===== config.mk =====
export PLATFORM = sky130hd
export DESIGN_NAME = length_xor_frame_receiver_top
export DESIGN_NICKNAME = d
export VERILOG_FILES = /design/src/design/lxfr_pkg.sv /design/src/design/length_xor_frame_receiver_top.sv /design/src/design/lxfr_front.sv /design/src/design/lxfr_cmdq.sv /design/src/design/lxfr_back.sv
export SDC_FILE = /design/constraint.sdc
export NUM_CORES = 1
export LEC_CHECK = 0
export BUFFER_PORTS_ARGS = -buffer_cell sky130_fd_sc_hd__buf_2
export CAP_MARGIN = 20
export CORE_MARGIN = 4
export CORE_UTILIZATION = 55
export CTS_BUF_LIST = sky130_fd_sc_hd__clkbuf_4
export DETAILED_ROUTE_END_ITERATION = 8
export MAX_ROUTING_LAYER = met4
export PLACE_DENSITY = 0.75
export REMOVE_ABC_BUFFERS = 1
export SYNTH_ARGS = -nofsm -noshare
export SYNTH_HDL_FRONTEND = slang
export SYNTH_SLANG_ARGS = --single-unit

===== constraint.sdc =====
create_clock -name clk -period 6.5 [get_ports clk]
set_input_delay 1.625 -clock clk [delete_from_list [all_inputs] [get_ports clk]]
set_output_delay 1.625 -clock clk [all_outputs]
set_load 0.1 [all_outputs]

===== src/design/lxfr_pkg.sv =====
`timescale 1ns / 1ps
// ----------------------------------------------------------------------------
// lxfr_pkg
// Shared types and constants for the length-prefixed XOR frame receiver.
// ----------------------------------------------------------------------------
package lxfr_pkg;

  localparam int MAX_FRAME   = 64;
  localparam int STORE_DEPTH = 64;
  localparam int ADDR_W      = $clog2(STORE_DEPTH);
  localparam int CNT_W       = 7;
  localparam int LEN_W       = ADDR_W + 1;
  localparam int CMDQ_DEPTH  = 4;
  localparam int CMDQ_AW     = $clog2(CMDQ_DEPTH);

  localparam logic [7:0] RX_TIMEOUT_RESET = 8'd47;
  localparam logic [7:0] GUARD_RESET      = 8'd21;

  localparam logic CFG_RX_TIMEOUT = 1'b0;
  localparam logic CFG_GUARD      = 1'b1;

  localparam logic ACT_BYTE = 1'b0;
  localparam logic ACT_TICK = 1'b1;

  typedef enum logic [2:0] {
    KIND_BYTE    = 3'd0,
    KIND_CSUM    = 3'd1,
    KIND_LEN     = 3'd2,
    KIND_TIMEOUT = 3'd3,
    KIND_RELEASE = 3'd4
  } kind_t;

  // work handed from front to back
  typedef struct packed {
    logic             frame;
    kind_t            kind;
    logic             rel;
    logic             bank;
    logic [LEN_W-1:0] len;
  } cmd_t;

  typedef struct packed {
    logic              en;
    logic [ADDR_W:0]   addr;
    logic [7:0]        data;
  } wr_t;

  typedef struct packed {
    logic en;
    logic bank;
  } done_t;

  typedef enum logic [1:0] {
    BK_IDLE,
    BK_REL,
    BK_READ,
    BK_WAIT
  } bk_state_t;

  function automatic logic [7:0] load_value(input logic [7:0] r);
    return (r == 8'd0) ? 8'd1 : r;
  endfunction

endpackage


===== src/design/length_xor_frame_receiver_top.sv =====
`timescale 1ns / 1ps
// ----------------------------------------------------------------------------
// length_xor_frame_receiver_top
// Length-prefixed serial frame receiver with XOR check, status reporting and
// bus guard timing.
// ----------------------------------------------------------------------------
//  channel  | handshake            | payload
//  ---------+----------------------+------------------------------------
//  input    | push / full          | action, data, byte_error
//  result   | empty / pop          | kind, data_res, last, bus_busy
//  config   | cfg_valid / cfg_ready| cfg_index, cfg_data
//
//  The front end takes an item when push is high and full is low; status
//  results leave one a cycle while pop keeps the output register free, frame
//  bytes pass a store read, then the output register. full rises while the
//  command queue is full or the next bank to write still holds a queued frame.
//  Synchronous reset; no clearing pass, the store needs none.
// ----------------------------------------------------------------------------
module length_xor_frame_receiver_top (
  input  logic       clk,
  input  logic       rst,
  input  logic       push,
  output logic       full,
  input  logic       action,
  input  logic [7:0] data,
  input  logic       byte_error,
  output logic       empty,
  input  logic       pop,
  output logic [2:0] kind,
  output logic [7:0] data_res,
  output logic       last,
  output logic       bus_busy,
  input  logic       cfg_valid,
  output logic       cfg_ready,
  input  logic       cfg_index,
  input  logic [7:0] cfg_data
);

  logic             q_full;
  logic             q_empty;
  logic             cmd_push;
  logic             cmd_pop;
  lxfr_pkg::cmd_t   cmd;
  lxfr_pkg::cmd_t   head;
  lxfr_pkg::wr_t    wr;
  lxfr_pkg::done_t  done;

  lxfr_front u_front (
    .clk        (clk),
    .rst        (rst),
    .push       (push),
    .full       (full),
    .action     (action),
    .data       (data),
    .byte_error (byte_error),
    .cfg_valid  (cfg_valid),
    .cfg_ready  (cfg_ready),
    .cfg_index  (cfg_index),
    .cfg_data   (cfg_data),
    .q_full     (q_full),
    .done       (done),
    .cmd_push   (cmd_push),
    .cmd        (cmd),
    .wr         (wr)
  );

  lxfr_cmdq u_cmdq (
    .clk    (clk),
    .rst    (rst),
    .push   (cmd_push),
    .cmd_in (cmd),
    .pop    (cmd_pop),
    .head   (head),
    .empty  (q_empty),
    .full   (q_full)
  );

  lxfr_back u_back (
    .clk      (clk),
    .rst      (rst),
    .wr       (wr),
    .q_empty  (q_empty),
    .head     (head),
    .cmd_pop  (cmd_pop),
    .done     (done),
    .pop      (pop),
    .empty    (empty),
    .kind     (kind),
    .data_res (data_res),
    .last     (last),
    .bus_busy (bus_busy)
  );

  a_no_push_when_full: assert property (@(posedge clk) disable iff (rst)
    cmd_push |-> !q_full)
    else $error("command pushed into a full queue");

  a_frame_len: assert property (@(posedge clk) disable iff (rst)
    (cmd_push && cmd.frame) |->
      (cmd.len >= lxfr_pkg::LEN_W'(2)) &&
      (cmd.len <= lxfr_pkg::LEN_W'(lxfr_pkg::MAX_FRAME)))
    else $error("frame command with bad length");

  a_done_has_cmd: assert property (@(posedge clk) disable iff (rst)
    done.en |-> (!q_empty && head.frame && cmd_pop))
    else $error("frame drain finished without a frame command");

  a_status_shape: assert property (@(posedge clk) disable iff (rst)
    (!empty && (kind != lxfr_pkg::KIND_BYTE)) |->
      (last && (data_res == 8'd0) && !bus_busy))
    else $error("status result with bad fields");

endmodule


===== src/design/lxfr_front.sv =====
`timescale 1ns / 1ps
// ----------------------------------------------------------------------------
// lxfr_front
// Accepts bytes and ticks, tracks frame state and timers, writes the frame
// store and queues frame and status commands for the back end.
// ----------------------------------------------------------------------------
module lxfr_front (
  input  logic              clk,
  input  logic              rst,
  input  logic              push,
  output logic              full,
  input  logic              action,
  input  logic [7:0]        data,
  input  logic              byte_error,
  input  logic              cfg_valid,
  output logic              cfg_ready,
  input  logic              cfg_index,
  input  logic [7:0]        cfg_data,
  input  logic              q_full,
  input  lxfr_pkg::done_t   done,
  output logic              cmd_push,
  output lxfr_pkg::cmd_t    cmd,
  output lxfr_pkg::wr_t     wr
);

  logic [7:0]                 rx_timeout_chars;
  logic [7:0]                 guard_chars;
  logic [lxfr_pkg::CNT_W-1:0] byte_count, byte_count_next;
  logic [7:0]                 running_xor, running_xor_next;
  logic [7:0]                 second_byte, second_byte_next;
  logic                       receiving, receiving_next;
  logic [7:0]                 frame_timer, frame_timer_next;
  logic [7:0]                 guard_timer, guard_timer_next;
  logic                       busy, busy_next;
  logic                       wbank, wbank_next;
  logic [1:0]                 pend, pend_next;

  logic                       accept;
  logic [lxfr_pkg::CNT_W-1:0] cnt_v;
  logic [7:0]                 xor_v;
  logic [7:0]                 sec_v;
  logic [8:0]                 len_v;
  logic                       have2;
  logic [7:0]                 rx_t;
  logic [7:0]                 guard_t;
  logic                       tmo;
  logic                       rel;
  logic                       set_pend;

  assign full      = q_full || pend[wbank];
  assign accept    = push && !full;
  assign cfg_ready = 1'b1;

  always_comb begin
    cnt_v = byte_count;
    xor_v = running_xor;
    sec_v = second_byte;
    wr    = '0;
    if (!byte_error) begin
      wr.en   = accept && (action == lxfr_pkg::ACT_BYTE);
      wr.addr = {wbank, byte_count[lxfr_pkg::ADDR_W-1:0]};
      wr.data = data;
      cnt_v   = byte_count + lxfr_pkg::CNT_W'(1);
      xor_v   = running_xor ^ data;
      if (byte_count == lxfr_pkg::CNT_W'(1)) begin
        sec_v = data;
      end
    end
    len_v   = {1'b0, sec_v} + 9'd2;
    have2   = cnt_v >= lxfr_pkg::CNT_W'(2);
    rx_t    = frame_timer - {7'd0, (frame_timer != 8'd0)};
    guard_t = guard_timer - 8'd1;
    tmo     = receiving && (rx_t == 8'd0);
    rel     = (guard_timer != 8'd0) && (guard_t == 8'd0);
  end

  always_comb begin
    byte_count_next  = byte_count;
    running_xor_next = running_xor;
    second_byte_next = second_byte;
    receiving_next   = receiving;
    frame_timer_next = frame_timer;
    guard_timer_next = guard_timer;
    busy_next        = busy;
    wbank_next       = wbank;
    set_pend         = 1'b0;
    cmd_push         = 1'b0;
    cmd              = '0;
    if (accept) begin
      if (action == lxfr_pkg::ACT_BYTE) begin
        busy_next        = 1'b1;
        byte_count_next  = cnt_v;
        running_xor_next = xor_v;
        second_byte_next = sec_v;
        if (have2 && (len_v > 9'(lxfr_pkg::MAX_FRAME))) begin
          cmd_push         = 1'b1;
          cmd.kind         = lxfr_pkg::KIND_LEN;
          byte_count_next  = '0;
          running_xor_next = '0;
          receiving_next   = 1'b0;
          busy_next        = 1'b0;
        end else if (have2 && ({2'b00, cnt_v} >= len_v)) begin
          cmd_push       = 1'b1;
          receiving_next = 1'b0;
          if (xor_v != 8'd0) begin
            cmd.kind  = lxfr_pkg::KIND_CSUM;
            busy_next = 1'b0;
          end else begin
            cmd.frame        = 1'b1;
            cmd.kind         = lxfr_pkg::KIND_BYTE;
            cmd.bank         = wbank;
            cmd.len          = len_v[lxfr_pkg::LEN_W-1:0];
            guard_timer_next = lxfr_pkg::load_value(guard_chars);
            wbank_next       = ~wbank;
            set_pend         = 1'b1;
          end
          byte_count_next  = '0;
          running_xor_next = '0;
        end else begin
          receiving_next   = 1'b1;
          frame_timer_next = lxfr_pkg::load_value(rx_timeout_chars);
        end
      end else begin
        if (receiving) begin
          frame_timer_next = rx_t;
        end
        if (tmo) begin
          receiving_next   = 1'b0;
          busy_next        = 1'b0;
          byte_count_next  = '0;
          running_xor_next = '0;
        end
        if (guard_timer != 8'd0) begin
          guard_timer_next = guard_t;
        end
        if (rel) begin
          busy_next = 1'b0;
        end
        cmd_push = tmo || rel;
        cmd.kind = tmo ? lxfr_pkg::KIND_TIMEOUT : lxfr_pkg::KIND_RELEASE;
        cmd.rel  = tmo && rel;
      end
    end
  end

  always_comb begin
    pend_next = pend;
    if (done.en) begin
      pend_next[done.bank] = 1'b0;
    end
    if (set_pend) begin
      pend_next[wbank] = 1'b1;
    end
  end

  always_ff @(posedge clk) begin
    if (rst) begin
      rx_timeout_chars <= lxfr_pkg::RX_TIMEOUT_RESET;
      guard_chars      <= lxfr_pkg::GUARD_RESET;
      byte_count       <= '0;
      running_xor      <= '0;
      second_byte      <= '0;
      receiving        <= 1'b0;
      frame_timer      <= '0;
      guard_timer      <= '0;
      busy             <= 1'b0;
      wbank            <= 1'b0;
      pend             <= '0;
    end else begin
      if (cfg_valid && cfg_ready) begin
        unique case (cfg_index)
          lxfr_pkg::CFG_RX_TIMEOUT: rx_timeout_chars <= cfg_data;
          lxfr_pkg::CFG_GUARD:      guard_chars      <= cfg_data;
          default:                  ;
        endcase
      end
      byte_count  <= byte_count_next;
      running_xor <= running_xor_next;
      second_byte <= second_byte_next;
      receiving   <= receiving_next;
      frame_timer <= frame_timer_next;
      guard_timer <= guard_timer_next;
      busy        <= busy_next;
      wbank       <= wbank_next;
      pend        <= pend_next;
    end
  end

endmodule


===== src/design/lxfr_cmdq.sv =====
`timescale 1ns / 1ps
// ----------------------------------------------------------------------------
// lxfr_cmdq
// Short command queue between the front and back ends.
// ----------------------------------------------------------------------------
module lxfr_cmdq (
  input  logic           clk,
  input  logic           rst,
  input  logic           push,
  input  lxfr_pkg::cmd_t cmd_in,
  input  logic           pop,
  output lxfr_pkg::cmd_t head,
  output logic           empty,
  output logic           full
);

  lxfr_pkg::cmd_t               slots [lxfr_pkg::CMDQ_DEPTH];
  logic [lxfr_pkg::CMDQ_AW-1:0] wp;
  logic [lxfr_pkg::CMDQ_AW-1:0] rp;
  logic [lxfr_pkg::CMDQ_AW:0]   cnt;
  logic                         do_push;
  logic                         do_pop;

  assign empty   = (cnt == '0);
  assign full    = (cnt == (lxfr_pkg::CMDQ_AW+1)'(lxfr_pkg::CMDQ_DEPTH));
  assign head    = slots[rp];
  assign do_push = push && !full;
  assign do_pop  = pop && !empty;

  always_ff @(posedge clk) begin
    if (do_push) begin
      slots[wp] <= cmd_in;
    end
  end

  always_ff @(posedge clk) begin
    if (rst) begin
      wp  <= '0;
      rp  <= '0;
      cnt <= '0;
    end else begin
      if (do_push) begin
        wp <= wp + lxfr_pkg::CMDQ_AW'(1);
      end
      if (do_pop) begin
        rp <= rp + lxfr_pkg::CMDQ_AW'(1);
      end
      unique case ({do_push, do_pop})
        2'b10:   cnt <= cnt + (lxfr_pkg::CMDQ_AW+1)'(1);
        2'b01:   cnt <= cnt - (lxfr_pkg::CMDQ_AW+1)'(1);
        default: cnt <= cnt;
      endcase
    end
  end

endmodule


===== src/design/lxfr_back.sv =====
`timescale 1ns / 1ps
// ----------------------------------------------------------------------------
// lxfr_back
// Holds the two-bank frame store, runs queued commands and drives the
// result output register.
// ----------------------------------------------------------------------------
module lxfr_back (
  input  logic           clk,
  input  logic           rst,
  input  lxfr_pkg::wr_t  wr,
  input  logic           q_empty,
  input  lxfr_pkg::cmd_t head,
  output logic           cmd_pop,
  output lxfr_pkg::done_t done,
  input  logic           pop,
  output logic           empty,
  output logic [2:0]     kind,
  output logic [7:0]     data_res,
  output logic           last,
  output logic           bus_busy
);

  logic [7:0] store [2*lxfr_pkg::STORE_DEPTH];
  logic [7:0] rd_data;
  logic       rd_en;

  lxfr_pkg::bk_state_t         state, state_next;
  logic [lxfr_pkg::ADDR_W-1:0] idx;
  logic                        out_valid;
  lxfr_pkg::kind_t             out_kind;
  logic [7:0]                  out_data;
  logic                        out_last;

  logic                        free;
  logic                        at_last;
  logic                        load_out;
  lxfr_pkg::kind_t             ld_kind;
  logic [7:0]                  ld_data;
  logic                        ld_last;
  logic                        idx_inc;

  assign free    = !out_valid || pop;
  assign at_last = (lxfr_pkg::LEN_W'(idx) + lxfr_pkg::LEN_W'(1)) == head.len;

  always_ff @(posedge clk) begin
    if (wr.en) begin
      store[wr.addr] <= wr.data;
    end
    if (rd_en) begin
      rd_data <= store[{head.bank, idx}];
    end
  end

  always_comb begin
    state_next = state;
    unique case (state)
      lxfr_pkg::BK_IDLE: begin
        if (!q_empty && free) begin
          if (head.frame) begin
            state_next = lxfr_pkg::BK_READ;
          end else if (head.rel) begin
            state_next = lxfr_pkg::BK_REL;
          end
        end
      end
      lxfr_pkg::BK_REL: begin
        if (free) begin
          state_next = lxfr_pkg::BK_IDLE;
        end
      end
      lxfr_pkg::BK_READ: begin
        if (free) begin
          state_next = lxfr_pkg::BK_WAIT;
        end
      end
      lxfr_pkg::BK_WAIT: begin
        state_next = at_last ? lxfr_pkg::BK_IDLE : lxfr_pkg::BK_READ;
      end
      default: state_next = lxfr_pkg::BK_IDLE;
    endcase
  end

  always_comb begin
    cmd_pop  = 1'b0;
    done     = '0;
    rd_en    = 1'b0;
    load_out = 1'b0;
    ld_kind  = lxfr_pkg::KIND_BYTE;
    ld_data  = 8'd0;
    ld_last  = 1'b1;
    idx_inc  = 1'b0;
    unique case (state)
      lxfr_pkg::BK_IDLE: begin
        if (!q_empty && free && !head.frame) begin
          cmd_pop  = 1'b1;
          load_out = 1'b1;
          ld_kind  = head.kind;
        end
      end
      lxfr_pkg::BK_REL: begin
        if (free) begin
          load_out = 1'b1;
          ld_kind  = lxfr_pkg::KIND_RELEASE;
        end
      end
      lxfr_pkg::BK_READ: begin
        rd_en = free;
      end
      lxfr_pkg::BK_WAIT: begin
        load_out = 1'b1;
        ld_kind  = lxfr_pkg::KIND_BYTE;
        ld_data  = rd_data;
        ld_last  = at_last;
        idx_inc  = !at_last;
        cmd_pop  = at_last;
        done.en  = at_last;
        done.bank = head.bank;
      end
      default: ;
    endcase
  end

  always_ff @(posedge clk) begin
    if (rst) begin
      state     <= lxfr_pkg::BK_IDLE;
      idx       <= '0;
      out_valid <= 1'b0;
    end else begin
      state <= state_next;
      if (idx_inc) begin
        idx <= idx + lxfr_pkg::ADDR_W'(1);
      end else if (done.en) begin
        idx <= '0;
      end
      if (load_out) begin
        out_valid <= 1'b1;
      end else if (pop) begin
        out_valid <= 1'b0;
      end
    end
  end

  always_ff @(posedge clk) begin
    if (load_out) begin
      out_kind <= ld_kind;
      out_data <= ld_data;
      out_last <= ld_last;
    end
  end

  assign empty    = !out_valid;
  assign kind     = out_kind;
  assign data_res = out_data;
  assign last     = out_last;
  assign bus_busy = (out_kind == lxfr_pkg::KIND_BYTE);

endmodule


# [After elaboration in Yosys (flattened, before gate mapping)]
# Memory sizes are Yosys's and may differ from the RTL's. A register that Yosys moved wholly into a read port is not among the register bits.
# Index checks and enable logic that the tools add are counted.
[totals] in_bits=24 reg_bits=87 mem_bits_rw=1076 romBits=0 latchBits=0 memories=2 output_inout_bits=16 wordCells=195
[classes] add_sub_neg=10 bitwise=9 n_shift=0 n_mul=0 n_reduce_logical=44 div=0 mux=86 n_lt_le_gt_ge=7 eq_ne=18
[memory_table] name="u_back.store" depth=128 word_bits=8 rd=1 rd_ports_with_merged_regs=1 wr=1 line="lxfr_back.sv:23" rtl="logic [7:0] store [2*lxfr_pkg::STORE_DEPTH];"
[memory_table] name="u_cmdq.slots" depth=4 word_bits=13 rd=1 rd_ports_with_merged_regs=1 wr=1 line="lxfr_cmdq.sv:17" rtl="lxfr_pkg::cmd_t slots [lxfr_pkg::CMDQ_DEPTH];"
[ops] operator="2-to-1 mux 8 bit" n=22
[ops] operator="2-to-1 mux 7 bit" n=5
[ops] operator="logical NOT 8 bit" n=4
[ops] operator="2-to-1 mux 1 bit" n=31
[ops] operator="nonzero test 8 bit" n=3
[ops] operator="2-to-1 mux 2 bit" n=11
[ops] operator="2-to-1 mux 16 bit" n=1
[ops] operator="2-to-1 mux 3 bit" n=5
[ops] operator="logical AND 1 bit" n=13
[ops] operator="2-to-1 mux 13 bit" n=1
[ops] operator="2-to-1 mux 6 bit" n=2
[ops] operator="inequality test 2 x 1 -> 1 bit, second input constant" n=6
[ops] operator="one-hot mux 3 bit (2 select lines)" n=2
[ops] operator="AND reduction 5 bit" n=2
[ops] operator="adder 8 x 2 -> 9 bit, second input constant" n=1
[ops] operator=">= comparator 7 x 9 -> 1 bit" n=1
[ops] operator="> comparator 9 x 7 -> 1 bit, second input constant" n=1
[ops] operator="one-hot mux 2 bit (4 select lines)" n=1
[ops] operator="AND reduction 2 bit" n=4
[ops] operator="AND reduction 4 bit" n=2
[ops] operator="nonzero test 2 bit" n=4
[ops] operator="subtractor 8 x 1 -> 8 bit" n=1
[ops] operator="subtractor 8 x 1 -> 8 bit, second input constant" n=1
[ops] operator="bitwise XOR 8 bit" n=1
[ops] operator="28 further kinds" n=49

# [Logic depth before layout (Yosys ltp)]
[logic_depth] ltp_word=13 ltp_mapped=26 ltp_nobuf=24

# [Cells and area by module]
# A second synthesis with hierarchy kept.
[hier_totals] hier_cells=2859 area_unflattened_um2=47983.5
[modules_own_cells] module="lxfr_back" seq_area_each_um2=31530.2 area_each_um2=41327.1 cells_per_inst=2148 n_inst=1
[modules_own_cells] module="lxfr_front" seq_area_each_um2=1181.1 area_each_um2=4301.6 cells_per_inst=590 n_inst=1
[modules_own_cells] module="lxfr_cmdq" seq_area_each_um2=1741.7 area_each_um2=2354.8 cells_per_inst=121 n_inst=1

# [Worst setup path after synthesis]
# No wires, ideal clock.
[synth_path] path_type="input to register" startpoint="input byte_error" endpoint="register u_front.guard_timer[4]" cell_stages=11 path_buffers=3 setup_slack_ns=-0.310 required_ns=6.372 setup_ns=0.128 arrival_ns=6.682 path_cell_list="buf_2 buf_2 nor2b_1 xnor2_1 nand4_1 nor2_1 nand3b_2 o31ai_4 buf_6 mux2i_1 nor2_1"
[synth_via] elab_chain_len=6 elab_cells_between_ends=14 classes_between="add/sub (1); order compare (3); eq/ne (2); mux (3); reduce/logical (5)"
[synth_rtl] element="from (decl)" line="length_xor_frame_receiver_top.sv:26" rtl="input logic byte_error,"
[synth_rtl] element="2-to-1 mux 8 bit" line="lxfr_front.sv:59" rtl="if (!byte_error) begin"
[synth_rtl] element="adder 8 x 2 -> 9 bit" line="lxfr_front.sv:69" rtl="len_v = {1'b0, sec_v} + 9'd2;"
[synth_rtl] element="> comparator 9 x 7 -> 1 bit or >= comparator 7 x 9 -> 1 bit (tied branches)" line="lxfr_front.sv:95, lxfr_front.sv:102"
[synth_rtl] element="logical AND 1 bit (on tied branches)" line="lxfr_front.sv:95, lxfr_front.sv:102"
[synth_rtl] element="inequality test 2 bit (no source line) or nonzero test 2 bit (tied branches)"
[synth_rtl] element="AND reduction 5 bit (no source line) *"
[synth_rtl] element="to (signal assigned)" line="lxfr_front.sv:182" rtl="guard_timer <= guard_timer_next;"
[synth_rtl] element="to (decl)" line="lxfr_front.sv:33" rtl="logic [7:0] guard_timer, guard_timer_next;"
# Every way passes the cells marked *; elsewhere a longest branch is shown, timed or not.
# A chain may end at the register's enable or synchronous reset.

# [Final worst setup path]
[layout_path] startpoint="register u_front.byte_count[0] in the netlist's numbering" endpoint="register u_cmdq.cnt[2] in the netlist's numbering"
[layout_via] elab_chain_len=13 elab_cells_between_ends=20 classes_between="add/sub (2); order compare (3); eq/ne (3); mux (8); reduce/logical (4)"
[layout_rtl] element="from (decl)" line="lxfr_front.sv:28" rtl="logic [lxfr_pkg::CNT_W-1:0] byte_count, byte_count_next;"
[layout_rtl] element="from (signal assigned)" line="lxfr_front.sv:177" rtl="byte_count <= byte_count_next;"
[layout_rtl] element="== test 7 x 1 -> 1 bit *" line="lxfr_front.sv:65" rtl="if (byte_count == lxfr_pkg::CNT_W'(1)) begin"
[layout_rtl] element="2-to-1 mux 8 bit *" line="lxfr_front.sv:65"
[layout_rtl] element="2-to-1 mux 8 bit *" line="lxfr_front.sv:59"
[layout_rtl] element="via u_front.sec_v[1]" line="lxfr_front.sv:41" rtl="logic [7:0] sec_v;"
[layout_rtl] element="adder 8 x 2 -> 9 bit *" line="lxfr_front.sv:69"
[layout_rtl] element=">= comparator 7 x 9 -> 1 bit" line="lxfr_front.sv:102" rtl="end else if (have2 && ({2'b00, cnt_v} >= len_v)) begin"
[layout_rtl] element="logical AND 1 bit" line="lxfr_front.sv:102"
[layout_rtl] element="2-to-1 mux 1 bit" line="lxfr_front.sv:102"
[layout_rtl] element="2-to-1 mux 1 bit *" line="lxfr_front.sv:95" rtl="if (have2 && (len_v > 9'(lxfr_pkg::MAX_FRAME))) begin"
[layout_rtl] element="2-to-1 mux 1 bit *" line="lxfr_front.sv:90" rtl="if (action == lxfr_pkg::ACT_BYTE) begin"
[layout_rtl] element="2-to-1 mux 1 bit *" line="lxfr_front.sv:89" rtl="if (accept) begin"
[layout_rtl] element="logical AND 1 bit *" line="lxfr_cmdq.sv:27" rtl="assign do_push = push && !full;"
[layout_rtl] element="== test 2 x 1 -> 1 bit or == test 2 bit (tied branches)" line="lxfr_cmdq.sv:48" rtl="unique case ({do_push, do_pop})"
[layout_rtl] element="one-hot mux 3 bit (2 select lines) or nonzero test 2 bit (tied branches)"
[layout_rtl] element="to (signal assigned)" line="lxfr_cmdq.sv:49" rtl="2'b10: cnt <= cnt + (lxfr_pkg::CMDQ_AW+1)'(1);"
[layout_rtl] element="to (signal assigned)" line="lxfr_cmdq.sv:50" rtl="2'b01: cnt <= cnt - (lxfr_pkg::CMDQ_AW+1)'(1);"
[layout_rtl] element="to (signal assigned)" line="lxfr_cmdq.sv:51" rtl="default: cnt <= cnt;"
[layout_rtl] element="to (decl)" line="lxfr_cmdq.sv:20" rtl="logic [lxfr_pkg::CMDQ_AW:0] cnt;"
# The timed path passes the listed nets; every way through them passes the cells marked *.

==> results.tsv <==
stage	metric	value	unit
run_status	outcome	finished, final reports clean	
cts	# resized after CTS	0	
critical_path	Crit Path Max Fanout	12	
logic_synthesis	Post-Synth Adder-Cell Area	0.7324	%
logic_synthesis	YS warnings	0	
logic_synthesis	simple-gate portion of the synthesized area	4.673	%
timing	final-report hold violation count	0	
drt	Via Count	24630	
floorplanning	Die H	300.8	um
drt	final WL	103300	um
critical_path	WP data arrival	6010	ps
pwr	Pwr Total	15.69	mW
critical_path	slowest stage delay, CP	450	ps
timing	slew at the pin closest to its max-slew limit	1156	ps
logic_synthesis	ys flop type	edfxtp_1	
pwr	Max rail drop VDD	0.0001875	V
floorplanning	I/O Pins	40	
place	I/O Buffers	38	
cts	clock tree from TritonCTS	built	
logic_synthesis	ys async rst share	0	%
place	DP Area	48700	sq um
logic_synthesis	number of distinct library cells after synthesis	72	
timing	Max-slew headroom	22.95	%
logic_synthesis	largest family of logic cells by synthesized area	multiplexers	
timing	RSZ-0062 raised after global routing	false	
cts	clock latency on the worst-skew pair	1130	ps
floorplanning	die area	90470	sq um
timing	Post-Route Skew	74.09	ps
drt	1st-iter DRT viols	2828	
logic_synthesis	Syn Area/Cell	19.70	sq um
floorplanning	Std-Cell Rows	107	
global_route	overall routing resource usage	23.91	%
flow_run	Max-Cap Viols	0	
timing	final setup fails	0	
timing	fin crit share	76.89	%
critical_path	CP startpoint kind	flop	
critical_path	CP max-delay cell	dfxtp_1	
critical_path	Critical Path End Type	flop	
global_route	number of global-route vias before repair	25400	
pwr	Static Leak	15.71	nW
cts	Post-CTS Setup Inserts	0	
global_route	total gr overflow	0	
global_route	first-pass GRT wire length	156600	um
drt	ANT nets after route	0	
cts	Clock transition at path regs	70	ps
place	Routability Congestion	0.8553	
logic_synthesis	Post-synth EDFFs	1096	
logic_synthesis	Syn Inst Count	2393	
critical_path	Worst path top cell family by delay	adder cells	
critical_path	CP required	7520	ps
logic_synthesis	Mapped Area	47150	sq um
timing	final slew viol count	0	
cts	CTS Hold Bufs	0	
timing	Tmin final	4998	ps
place	dpl hpwl	60830	um
floorplanning	core box area	85150	sq um
logic_synthesis	Synth Area in Compound Gates	2.226	%
critical_path	WP buf/inv	4	
cts	CTS root buffer	clkbuf_4	
cts	CTS max path bufs	4	
layout	P&R area growth vs syn	10.93	%
logic_synthesis	mux cell area share after synthesis	16.97	%
drt	Initial DRT Pass Iterations	6	
pwr	Power Dens Cells	300.0	nW/um^2
logic_synthesis	flops & latches, synth	1173	
cts	Clock Sinks	1173	
critical_path	CP Class	reg -> reg	
logic_synthesis	post-synthesis sequential area ratio	73.07	%
cts	htree depth	5	
layout	post-route cell area	52300	sq um
drt	wire per inst	25.81	um
cts	total CTS buffers	304	
global_route	largest net degree at the start of global routing	177	
floorplanning	Die Wd	300.8	um
floorplanning	Initial Utilization	55.38	%
timing	maximum clock rate	0.2001	GHz
drt	DRC Markers	0	
min_path	Worst Hold Class	reg -> reg	
layout	share of cells above drive strength 1	31.98	%
global_route	initial antenna violation count	2	
logic_synthesis	Synth Area in XOR/XNOR	0.8518	%
critical_path	CP Cell Sequence	ha_1 -> nor4b_4 -> nand2_2 -> mux2i_1 -> inv_1 -> ha_1 -> nand2b_1 -> a22oi_1 -> nand3b_1 -> inv_1 -> ha_1 -> a21o_1 -> a31oi_1 -> o21a_1 -> nand3_1 -> o2111a_1 -> inv_1 -> ha_1 -> inv_1 -> fa_1 -> xor2_1 -> or3_1 -> a21oi_1	
layout	NumNets Final	2713	
drt	via/cell ratio	6.155	
cells in the mapped netlist, types with 16 or more instances:
cell,instances,area (sq um)
mux2i_1,48,480.5
clkbuf_1,77,289.0
o21ai_0,17,85.08
edfxtp_1,1096,32910
nand2_1,95,356.6
dfxtp_1,77,1541
nor2_1,191,716.9
a21oi_1,43,215.2
nor2b_1,22,137.6
xnor2_1,23,201.4
nand2b_1,23,143.9
nand3_1,31,155.2
buf_2,30,150.1
nor4_1,16,100.1
ha_1,26,325.3
mux4_2,333,7500
inv_1,29,108.9
and2_1,18,112.6
cells in the final DEF, fill, tap and decap left out, types with 5 or more instances in the layout:
cell         n
mux2i_1     48
nand3b_1     9
nor4_1      16
nand2_1     95
a221oi_1     9
clkbuf_4   434
clkinv_1    47
mux4_2     333
buf_2       38
and3_1       5
nor2_1     191
edfxtp_1  1096
diode_2      6
a22o_1       5
xnor2_1     23
nor3b_1      5
dfxtp_1     73
a211oi_1     5
nand4b_1     6
a21oi_1     43
nand2b_1    23
inv_2        9
nor3_1      10
inv_1       29
buf_4       49
and2_1      18
clkinv_2     8
nor2b_1     14
a31oi_1     14
o21ai_0     17
nor2b_4      8
nand3_1     31
a32o_1       8
nand4_1      8
a211o_1     10
xor2_1      15
o31ai_1      6
ha_1        26
through the flow:
stage	TNS, ps	setup slack (ps)	cells	utilization (%)	hold slack (ps)
2_1_floorplan	-158350	-7505	2264	-	434.6
3_3_place_gp	0	577.2	3498	57.20	462.4
3_5_place_dp	0	439.7	3498	57.20	474.4
4_1_cts	0	1543	3994	61.34	485.0
5_1_grt	0	1128	3999	61.42	512.8
6_report	0	1502	4002	61.43	484.7
metal layers:
metal	global-route usage (%)	wire, um	vias to the layer above
met4	7.677	2560	0
li1	-	-	10470
met1	32.37	40670	12750
met2	36.62	51040	1204
met5	-	0	-
met3	5.717	9030	208
worst reg2reg max path, delay by kind of cell, from the launching register on:
family,cells,cell delay (ps)
xor+xnor,1,160
mux,1,250
buf+inv,4,370
fa+ha+maj,5,1250
flops,1,450
compound gates,6,1190
simple gates,6,1240
sequential cells by signal, indices dropped and copies added (netlist names), 3 cells and up, named ones only:
signal	flops
u_front.second_byte	8
u_back.kind	3
u_back.idx	6
u_cmdq.cnt	3
u_front.running_xor	8
u_cmdq.slots	52
u_front.byte_count	7
u_front.guard_timer	8
u_front.frame_timer	8
u_front.guard_chars	8
u_front.rx_timeout_chars	8
u_back.rd_data	8
u_back.store	1024
u_back.data_res	8
power by group:
group	switching [mW]	leakage, nW	internal [mW]	total (mW)
logic	0.835	3.68	0.502	1.34
registers	0.128	9.88	8.36	8.49
clock network	2.78	2.15	3.09	5.87
final cells by class:
cell class | count | area (sq um)
diodes | 6 | 15.01
clock buffers | 434 | 3258
clock inverters | 62 | 269.0
fillers | 6007 | 32850
inverters | 32 | 120.1
multi-input cells | 1059 | 12070
flip-flops and latches | 1173 | 34470
well taps | 1144 | 1431
repair buffers | 92 | 673.1
final timing paths:
check                                                          from                                  end  slack [ps]  depth (start not counted)
worst max register to register   u_front.byte_count[0]$_SDFFE_PP0P_           u_cmdq.cnt[2]$_SDFFE_PP0P_        1500                         23
worst max-delay path             u_front.byte_count[0]$_SDFFE_PP0P_           u_cmdq.cnt[2]$_SDFFE_PP0P_        1500                         23
worst min register to register  u_front.guard_chars[5]$_SDFFE_PP0P_  u_front.guard_chars[5]$_SDFFE_PP0P_         480                          2
worst min-delay path            u_front.guard_chars[5]$_SDFFE_PP0P_  u_front.guard_chars[5]$_SDFFE_PP0P_         480                          2
cells by family (layout without fill, tap and decap cells):
kind of cell | Yosys count | in the layout
flip-flops | 1173 | 1173
multiplexers | 383 | 383
XOR/XNOR | 41 | 41
adder cells (fa/ha/maj) | 27 | 27
other | 1 | 7
buffers and inverters | 161 | 620
AND/OR/NAND/NOR | 460 | 460
AO/OA/AOI/OAI | 147 | 147
Note: power is estimated with default switching activity, not from simulation.
